<file path="src/hw/rtl/hsc_ram.sv">
// Generic single-port-write, single-port-read RAM with registered read data.
module hsc_ram #(
    parameter int WIDTH = 64,
    parameter int DEPTH = 16
) (
    input  logic                                   i_clk,
    input  logic                                   i_we,
    input  logic [(DEPTH > 1 ? $clog2(DEPTH) : 1)-1:0] i_waddr,
    input  logic [WIDTH-1:0]                       i_wdata,
    input  logic [(DEPTH > 1 ? $clog2(DEPTH) : 1)-1:0] i_raddr,
    output logic [WIDTH-1:0]                       o_rdata
);
    logic [WIDTH-1:0] r_mem [DEPTH];
    logic [WIDTH-1:0] r_rdata;

    // Write port and registered read port.
    always_ff @(posedge i_clk) begin
        if (i_we) begin
            r_mem[i_waddr] <= i_wdata;
        end
        r_rdata <= r_mem[i_raddr];
    end

    assign o_rdata = r_rdata;
endmodule

</file>
<file path="config.mk">
export PLATFORM = sky130hd
export DESIGN_NAME = hsc_ram
export DESIGN_NICKNAME = d
export VERILOG_FILES = /design/src/hw/rtl/hsc_ram.sv
export SDC_FILE = /design/constraint.sdc
export NUM_CORES = 1
export LEC_CHECK = 0
export BUFFER_PORTS_ARGS = -buffer_cell sky130_fd_sc_hd__buf_2
export CELL_PAD_IN_SITES_DETAIL_PLACEMENT = 1
export CELL_PAD_IN_SITES_GLOBAL_PLACEMENT = 1
export CORE_UTILIZATION = 45
export CTS_BUF_LIST = sky130_fd_sc_hd__clkbuf_8
export DETAILED_ROUTE_END_ITERATION = 12
export HOLD_SLACK_MARGIN = 0.15
export PLACE_DENSITY = 0.78
export SLEW_MARGIN = 20
export SYNTH_ARGS = -nofsm -noshare
export SYNTH_HDL_FRONTEND = slang
export SYNTH_SLANG_ARGS = --single-unit
</file>
<file path="constraint.sdc">
create_clock -name i_clk -period 15.75 [get_ports i_clk]
set_clock_uncertainty 0.15 [all_clocks]
set_input_delay 0.7875 -clock i_clk [delete_from_list [all_inputs] [get_ports i_clk]]
set_output_delay 0.7875 -clock i_clk [all_outputs]
set_load 0.01 [all_outputs]
</file>
==> results.json <==
{
  "nFillCells": 7553,
  "grt.met2_usage_pct": 35.4,
  "period_needed_ns": 3.37,
  "num-nets-final": 2017,
  "slew_viol_final": 0,
  "cp.arrival_ns": 3.89,
  "max-clock-path-buffers": 3,
  "rsz0062_at_grt": "false",
  "setup_violations": 0,
  "rows": 108,
  "vias": 18742,
  "cts.sinks": 1088,
  "setup_slack_ns": 12.38,
  "path_clk_slew_ns": 0.07,
  "place_inst": 2891,
  "routedWlPerCell_um": 29.3,
  "drcViolationCount": 0,
  "dp_hpwl_mm": 47.6,
  "num_io_pins": 138,
  "antenna_found_initial": 17,
  "viasPerCell": 5.78,
  "synthesis.nets": 1721,
  "seqCellArea_um2": 32000,
  "cts_setup_buffers": 0,
  "worstPathMaxFanout": 68,
  "grt_pass1_wl_mm": 137,
  "clock.fmax_mhz": 296,
  "layout-drive-gt1-share_pct": 32.4,
  "firstDrtPassIters": 5,
  "cts-root-buf": "clkbuf_8",
  "syn_area_um2": 39600,
  "area.growth.synth_to_final_pct": 14.7,
  "hold_path.class": "in -> reg",
  "dieArea_um2": 89200,
  "worst_slew_margin_rel_pct": 24.6,
  "syn_avg_cell_area_um2": 24.0,
  "ys_seq_elements": 1088,
  "wl_mm": 95.1,
  "cts_hold_buf": 33,
  "fin_cells": 3245,
  "track_usage_pct": 21.5,
  "crit_type": "in -> reg",
  "crit_path_end_kind": "flop",
  "routabilityCongestion": 0.710,
  "cts-resized-gates": 0,
  "tns_ns": 0,
  "synthCells": 1647,
  "worst_slew_pin_slew_ns": 1.13,
  "cp.required_ns": 16.27,
  "maxCapViolations": 0,
  "gr-usage-met1_pct": 28.4,
  "p_leak_uw": 0.0148,
  "coreArea_um2": 86900,
  "die_h_um": 299,
  "clk_latency_ns": 0.80,
  "ys_types": 18,
  "portBuffers": 137,
  "grt_pass1_vias": 20598,
  "seq_area_frac_synth_pct": 80.9,
  "use_met3_pct": 5.37,
  "dpl_worst_slack_ns": 11.13,
  "powerDensity_nw_per_um2": 128,
  "period_share_pct": 21.4,
  "busiest_layer": "met2",
  "cts_tree": "built",
  "gr-total-overflow": 0,
  "timing_hold_violations_final": 0,
  "cts-buffers-inserted": 170,
  "rrSetupSlack_ns": 14.15,
  "yosysWarnings": 0,
  "multi_input_area_um2": 7230,
  "start_kind": "input pin",
  "postRouteAntennaNets": 0,
  "grt_max_degree": 127,
  "ir_worst_vdd_uv": 83.2,
  "status": "completed",
  "initial_core_util_pct": 45.6,
  "drt_iter0_drc": 1876,
  "die_w_um": 299,
  "cts_htree_levels": 4
}
[path summary, 6_finish.rpt]
check / from / endpoint / cells after the start
worst max-delay path: i_raddr[0] / o_rdata[50]$_DFF_P_ / 6
worst min-delay path: i_wdata[13] / r_mem[13][13]$_DFFE_PP_ / 1
worst max register to register: r_mem[11][17]$_DFFE_PP_ / o_rdata[17]$_DFF_P_ / 3
worst min register to register: r_mem[13][35]$_DFFE_PP_ / o_rdata[35]$_DFF_P_ / 3
[stage by stage]
| stage | utilization [%] | hold slack (ns) | cell area [um2] | power (uW) |
|---|---|---|---|---|
| 2_1_floorplan | - | 0.485 | 39600 | 3480 |
| 3_3_place_gp | 48.0 | 0.499 | 41700 | 3590 |
| 3_5_place_dp | 48.0 | 0.507 | 41700 | 3610 |
| 4_1_cts | 52.1 | 0.151 | 45300 | 5850 |
| 5_1_grt | 52.2 | 0.180 | 45400 | 5980 |
| 6_report | 52.2 | 0.217 | 45400 | 5800 |
[cell type report]
class / instances / share of cell area [%]
diodes: 5 / 0.0276
clock buffers: 197 / 5.97
clock inverters: 117 / 1.20
multi-input cells: 475 / 15.9
flip-flops and latches: 1088 / 70.6
well taps: 1155 / 3.18
repair buffers: 208 / 3.10
[layer usage]
layer / routed length [um] / vias to the layer above / share of wire, %
met2: 48100 / 783 / 51
met5: 103 / - / 0.11
li1: - / 7672 / -
met1: 38400 / 10114 / 40
met4: 1730 / 16 / 1.8
met3: 6790 / 157 / 7.1
[sequential cells by signal (all words and copies together), names as in the netlist]
register  flops
r_mem      1024
o_rdata      64
[synth_stat cells, drive strengths merged]
| cell | instances | area, um2 |
|---|---|---|
| nand2 | 65 | 244 |
| a22oi | 128 | 961 |
| nor2b | 2 | 12.5 |
| nor3 | 4 | 20.0 |
| nand3b | 2 | 15.0 |
| and2 | 1 | 6.26 |
| dfxtp | 64 | 1280 |
| buf | 48 | 317 |
| or3b | 1 | 8.76 |
| nand2b | 2 | 12.5 |
| clkbuf | 36 | 135 |
| edfxtp | 1024 | 30700 |
| nand3 | 1 | 5.00 |
| nor2 | 13 | 48.8 |
| mux4 | 256 | 5770 |
[cells by family after synthesis]
| group | count (synthesis) | synth area share [%] |
|---|---|---|
| AOI/OAI and AO/OA | 128 | 2.43 |
| and+or+nand+nor | 91 | 0.942 |
| muxes | 256 | 14.6 |
| buffers and inverters | 84 | 1.14 |
| DFF | 1088 | 80.9 |
[critical path, cell delays in order]
cell and delay (ns):
buf_8 0.57, buf_4 0.82, buf_6 0.69, mux4_2 0.60, a22oi_1 0.24, nand2_1 0.12
[cell usage in the layout, fill, tap and decap left out, types with 2 or more instances in the layout]
cell type / count
a22oi_1: 128
buf_16: 4
buf_2: 135
buf_4: 32
buf_6: 2
buf_8: 2
bufinv_16: 2
clkbuf_8: 197
clkinv_1: 24
clkinv_2: 16
clkinvlp_4: 7
dfxtp_1: 64
diode_2: 5
dlygate4sd3_1: 33
edfxtp_1: 1024
inv_1: 67
mux4_2: 256
nand2_1: 65
nand2b_1: 2
nand3b_1: 2
nor2_4: 13
nor2b_4: 2
nor3_2: 4
[power breakdown]
part	total [uW]	internal (uW)	switching (uW)	leakage, uW
combinational	289	117	172	0.00313
clock	2250	1170	1080	0.00191
sequential	3260	3240	26.2	0.00979
total	5800	4530	1280	0.0148
(Power assumes the default switching activity.)
