[src/hw/rtl/hsc_pkg.sv]
// Shared types, constants and functions of the Hamming similarity cache.
package hsc_pkg;

    // Fixed field widths of the stream and configuration words.
    localparam int WORD_W   = 64;
    localparam int INDEX_W  = 4;
    localparam int THRESH_W = 17;
    localparam int COUNT_W  = 32;

    // Operation codes carried in the op field.
    localparam logic OP_QUERY  = 1'b0;
    localparam logic OP_INSERT = 1'b1;

    // Q16 representation of a similarity of one.
    localparam logic [THRESH_W-1:0] Q16_ONE = 17'd65536;
    localparam logic [THRESH_W-1:0] Q16_MAX = 17'd65535;

    // Control word that steers the distance unit for one pair of hash words.
    typedef struct packed {
        logic vld;    // a pair of words is on the data inputs
        logic first;  // first word of an entry
        logic last;   // last word of an entry
        logic flush;  // drop all work in flight
    } t_dist_ctl;

    // Decision for one entry, returned by the distance unit.
    typedef struct packed {
        logic vld;
        logic hit;
    } t_dist_stat;

    // Number of set bits in a 64-bit word.
    function automatic logic [6:0] popcount64(input logic [WORD_W-1:0] v);
        logic [6:0] n;
        n = '0;
        for (int i = 0; i < WORD_W; i++) begin
            n = n + 7'(v[i]);
        end
        return n;
    endfunction

endpackage

[src/hw/rtl/hsc_dist_unit.sv]
// Shared distance unit: XOR popcount, per-entry accumulation and threshold test.
module hsc_dist_unit #(
    parameter int HASH_WORDS = 16,
    parameter int HASH_BITS  = 1024
) (
    input  logic                           i_clk,
    input  logic                           i_rst_n,
    input  hsc_pkg::t_dist_ctl             i_ctl,
    input  logic [hsc_pkg::WORD_W-1:0]     i_query_word,
    input  logic [hsc_pkg::WORD_W-1:0]     i_entry_word,
    input  logic [hsc_pkg::THRESH_W-1:0]   i_thresh,
    output hsc_pkg::t_dist_stat            o_stat
);
    localparam int DW  = $clog2(HASH_WORDS * hsc_pkg::WORD_W + 1);
    localparam int BW  = $clog2(HASH_BITS + 1);
    localparam int LW  = hsc_pkg::THRESH_W + BW;
    localparam int SW  = DW + 16;
    localparam int CW  = (LW > SW) ? LW : SW;

    logic [6:0]    r_pc;
    logic          r_a_vld;
    logic          r_a_first;
    logic          r_a_last;
    logic [DW-1:0] r_dist;
    logic          r_fin;
    logic [LW-1:0] r_limit;
    logic          r_thr_zero;
    logic          r_thr_over;
    logic [CW-1:0] dist_scaled;
    logic [CW-1:0] limit_ext;

    // Threshold mapping: sim > thr holds exactly when d*65536 < (65536-thr)*HASH_BITS,
    // with a zero threshold always met and one above full scale never met.
    always_ff @(posedge i_clk) begin
        r_limit    <= LW'(hsc_pkg::THRESH_W'(hsc_pkg::Q16_ONE - i_thresh)) * LW'(HASH_BITS);
        r_thr_zero <= (i_thresh == '0);
        r_thr_over <= (i_thresh > hsc_pkg::Q16_MAX);
    end

    // Popcount stage.
    always_ff @(posedge i_clk) begin
        if (!i_rst_n || i_ctl.flush) begin
            r_a_vld <= 1'b0;
        end else begin
            r_a_vld <= i_ctl.vld;
        end
        r_a_first <= i_ctl.first;
        r_a_last  <= i_ctl.last;
        r_pc      <= hsc_pkg::popcount64(i_query_word ^ i_entry_word);
    end

    // Accumulation stage: the distance of one entry closes on its last word.
    always_ff @(posedge i_clk) begin
        if (!i_rst_n || i_ctl.flush) begin
            r_fin <= 1'b0;
        end else begin
            r_fin <= r_a_vld && r_a_last;
        end
        if (r_a_vld) begin
            r_dist <= (r_a_first ? DW'(0) : r_dist) + DW'(r_pc);
        end
    end

    // Threshold test on the finished distance.
    assign dist_scaled = CW'({r_dist, 16'h0000});
    assign limit_ext   = CW'(r_limit);
    assign o_stat.vld  = r_fin;
    assign o_stat.hit  = r_thr_zero || (!r_thr_over && (dist_scaled < limit_ext));
endmodule

[config.mk]
export PLATFORM = sky130hd
export DESIGN_NAME = hsc_dist_unit
export DESIGN_NICKNAME = d
export VERILOG_FILES = /design/src/hw/rtl/hsc_pkg.sv /design/src/hw/rtl/hsc_dist_unit.sv
export SDC_FILE = /design/constraint.sdc
export NUM_CORES = 1
export LEC_CHECK = 0
export BUFFER_PORTS_ARGS = -buffer_cell sky130_fd_sc_hd__buf_2
export CORE_MARGIN = 1
export CORE_UTILIZATION = 51
export DETAILED_ROUTE_END_ITERATION = 16
export HOLD_SLACK_MARGIN = 0.06
export PLACE_DENSITY = 0.87
export SYNTH_ARGS = -nofsm -noshare
export SYNTH_HDL_FRONTEND = slang
export SYNTH_SLANG_ARGS = --single-unit
[constraint.sdc]
create_clock -name i_clk -period 7.6 [get_ports i_clk]
set_input_delay 0.76 -clock i_clk [delete_from_list [all_inputs] [get_ports i_clk]]
set_output_delay 0.76 -clock i_clk [all_outputs]
set_load 0.005 [all_outputs]
==> flow_metrics.py <==
metrics = {
    "worst_setup_path": {
        "cp-end-kind": "flip-flop",
        "r2r_start": "r_a_first",
        "cp-startpoint": "i_query_word[1]",
        "rr_worst_depth": 9,
        "crit_end": "r_pc[6]",
        "worstPathArrival_ns": 6.68,
        "path_max_fanout": 2,
        "required_ns": 7.79,
        "crit_type": "primary input to flip-flop",
        "r2r_end": "r_dist[6]",
        "r2r_slack_ns": 5.33,
        "startpoint_type": "primary input",
    },
    "job": {
        "cap_viol_max_count": 0,
    },
    "routing": {
        "vias_per_cell": 4.80,
        "dr.pass1.iters": 4,
        "initialDrtViolationCount": 86,
        "wl_mm": 8.32,
        "post_drt_wl_per_cell_um": 12.7,
        "drc": 0,
        "final_antenna_net_count": 0,
        "vias": 3139,
    },
    "placed_design": {
        "place_hpwl_mm": 7.54,
        "numPortBuffers": 152,
        "globalplace.congestion": 0.800,
        "dp_cells": 646,
    },
    "clock_network": {
        "cts.repair.resized": 0,
        "cts_buffer_depth": 2,
        "cts_sinks": 41,
        "tritoncts": "yes",
        "cts_setup_buffers": 0,
        "cts-root-buf": "clkbuf_8",
        "worstSkewPairLatency_ns": 0.29,
        "cts.hold.buffers_added": 0,
        "clkTransAtPathRegs_ns": 0.08,
        "h-tree-depth": 2,
        "cts_inserted_buffers": 5,
    },
    "floorplan": {
        "die_w_um": 92.0,
        "die_area_um2": 8460,
        "fp.dieH_um": 92.0,
        "core_area_um2": 7770,
        "start_util_pct": 53.1,
        "row_count": 32,
        "num_io_pins": 153,
    },
    "layout": {
        "drive_gt1_share_pct": 29.7,
        "mostFrequentLayoutCell": "buf_2",
        "nFillCells": 639,
        "largest_reg_flops": 17,
        "multi_input_area_um2": 2900,
        "final_cells": 654,
        "final_cell_mix": "buf_2, inv_1, fa_1",
        "nNetsFinal": 793,
        "register_area_um2": 931,
        "antennaDiodeCount": 0,
        "area_delta_synth_final_pct": 24.1,
    },
    "hold_path": {
        "min-delay-path-class": "flip-flop to flip-flop",
    },
    "sta": {
        "hold_viol": 0,
        "finClkSkew_ns": 0.00293,
        "whs_ns": 0.516,
        "max_slew_margin_pct": 64.0,
        "setup_viol": 0,
        "rsz0062_at_grt": "no",
        "clock.fmax_ghz": 0.154,
        "maxSlewViolCount": 0,
        "tightest_slew_ns": 0.540,
        "setup_tns_ns": 0,
        "min_period_ns": 6.50,
        "min_period_over_period_pct": 85.5,
    },
    "grt": {
        "grt_pass1_vias": 3471,
        "grt_usage_pct": 21.9,
        "grt_pass1_wl_mm": 14.5,
        "antenna_found_initial": 0,
        "gr-total-overflow": 0,
        "grt_max_degree": 13,
    },
    "synth": {
        "syn_inst": 394,
        "synth_ff_type": "dfxtp_1",
        "ys_seq_area_share_pct": 22.6,
        "synthDistinctLibCells": 38,
        "avgSynthCellArea_um2": 10.5,
        "synthArstFlopShare_pct": 0,
        "synth_seq_cells": 41,
        "ys_warn_count": 0,
        "syn_area_um2": 4130,
        "synth_edf_count": 11,
        "syn_nets": 636,
    },
    "run_status": {
        "outcome": "complete, no violations",
    },
}
cell families after synthesis:
logic type	synth area share, %
compound gates	5.00
xor+xnor	19.1
fa+ha+maj	37.6
buf+inv	7.27
flops	22.6
simple gates	8.49
critical path: stages:
cell and delay [ns]:
buf_2 0.11, xnor2_1 0.13, fa_1 0.54, inv_1 0.06, fa_1 0.52, fa_1 0.54
fa_1 0.53, fa_1 0.52, fa_1 0.55, inv_1 0.05, fa_1 0.50, fa_1 0.55
inv_1 0.05, ha_1 0.21, fa_1 0.40, a21o_1 0.17, a21oi_1 0.21, inv_1 0.07
a21oi_1 0.14, o21bai_1 0.07
synth_stat cells (2+ instances only):
| cell | instances | area share [%] |
|---|---|---|
| nand2_1 | 7 | 0.64 |
| a211oi_1 | 2 | 0.36 |
| nor4_1 | 3 | 0.45 |
| o31ai_1 | 2 | 0.36 |
| nand4_1 | 5 | 0.76 |
| edfxtp_1 | 11 | 8.0 |
| o21ai_0 | 3 | 0.36 |
| o21a_1 | 2 | 0.36 |
| xnor2_1 | 40 | 8.5 |
| xor2_1 | 50 | 11 |
| a21oi_1 | 10 | 1.2 |
| nand2b_1 | 2 | 0.30 |
| nor3_1 | 10 | 1.2 |
| o21bai_1 | 2 | 0.36 |
| inv_1 | 77 | 7.0 |
| nor2_1 | 15 | 1.4 |
| o2111ai_1 | 2 | 0.42 |
| a21o_1 | 3 | 0.55 |
| nand3_1 | 3 | 0.36 |
| nor2b_1 | 9 | 1.4 |
| ha_1 | 36 | 11 |
| fa_1 | 55 | 27 |
| dfxtp_1 | 30 | 15 |
stage by stage:
stage	area, um2	utilization (%)	worst slack, ns
5_1_grt	5120	65.9	0.786
6_report	5120	65.9	1.10
4_1_cts	5120	65.9	1.07
2_1_floorplan	4130	-	1.11
3_5_place_dp	5000	64.4	0.774
3_3_place_gp	5000	64.4	0.862
metal layers:
layer	wire, um	track usage [%]	vias up
li1	-	-	1546
met1	3130	23.9	1477
met2	4690	42.6	98
met3	335	4.15	18
met4	161	5.73	0
met5	0	0	-
worst min-delay path by stage:
stage / start / cells after the start / slack, ns / to
after floorplan: r_a_last / 1 / 0.48 / r_fin
final: r_a_last / 1 / 0.52 / r_fin
after global routing: r_a_last / 1 / 0.53 / r_fin
after global placement: r_a_last / 1 / 0.49 / r_fin
after detailed placement: r_a_last / 1 / 0.51 / r_fin
after CTS: r_a_last / 1 / 0.52 / r_fin
layout make-up:
class,instances,share of cell area [%]
Clock inverter,1,0.586
Inverter,77,5.64
Timing Repair Buffer,152,14.9
Multi-Input combinational cell,274,56.6
Tap cell,102,2.49
Clock buffer,7,1.69
Sequential cell,41,18.2
Power is not shown: default switching activity piles up to over one toggle a cycle in this logic, so the estimate is an artifact.
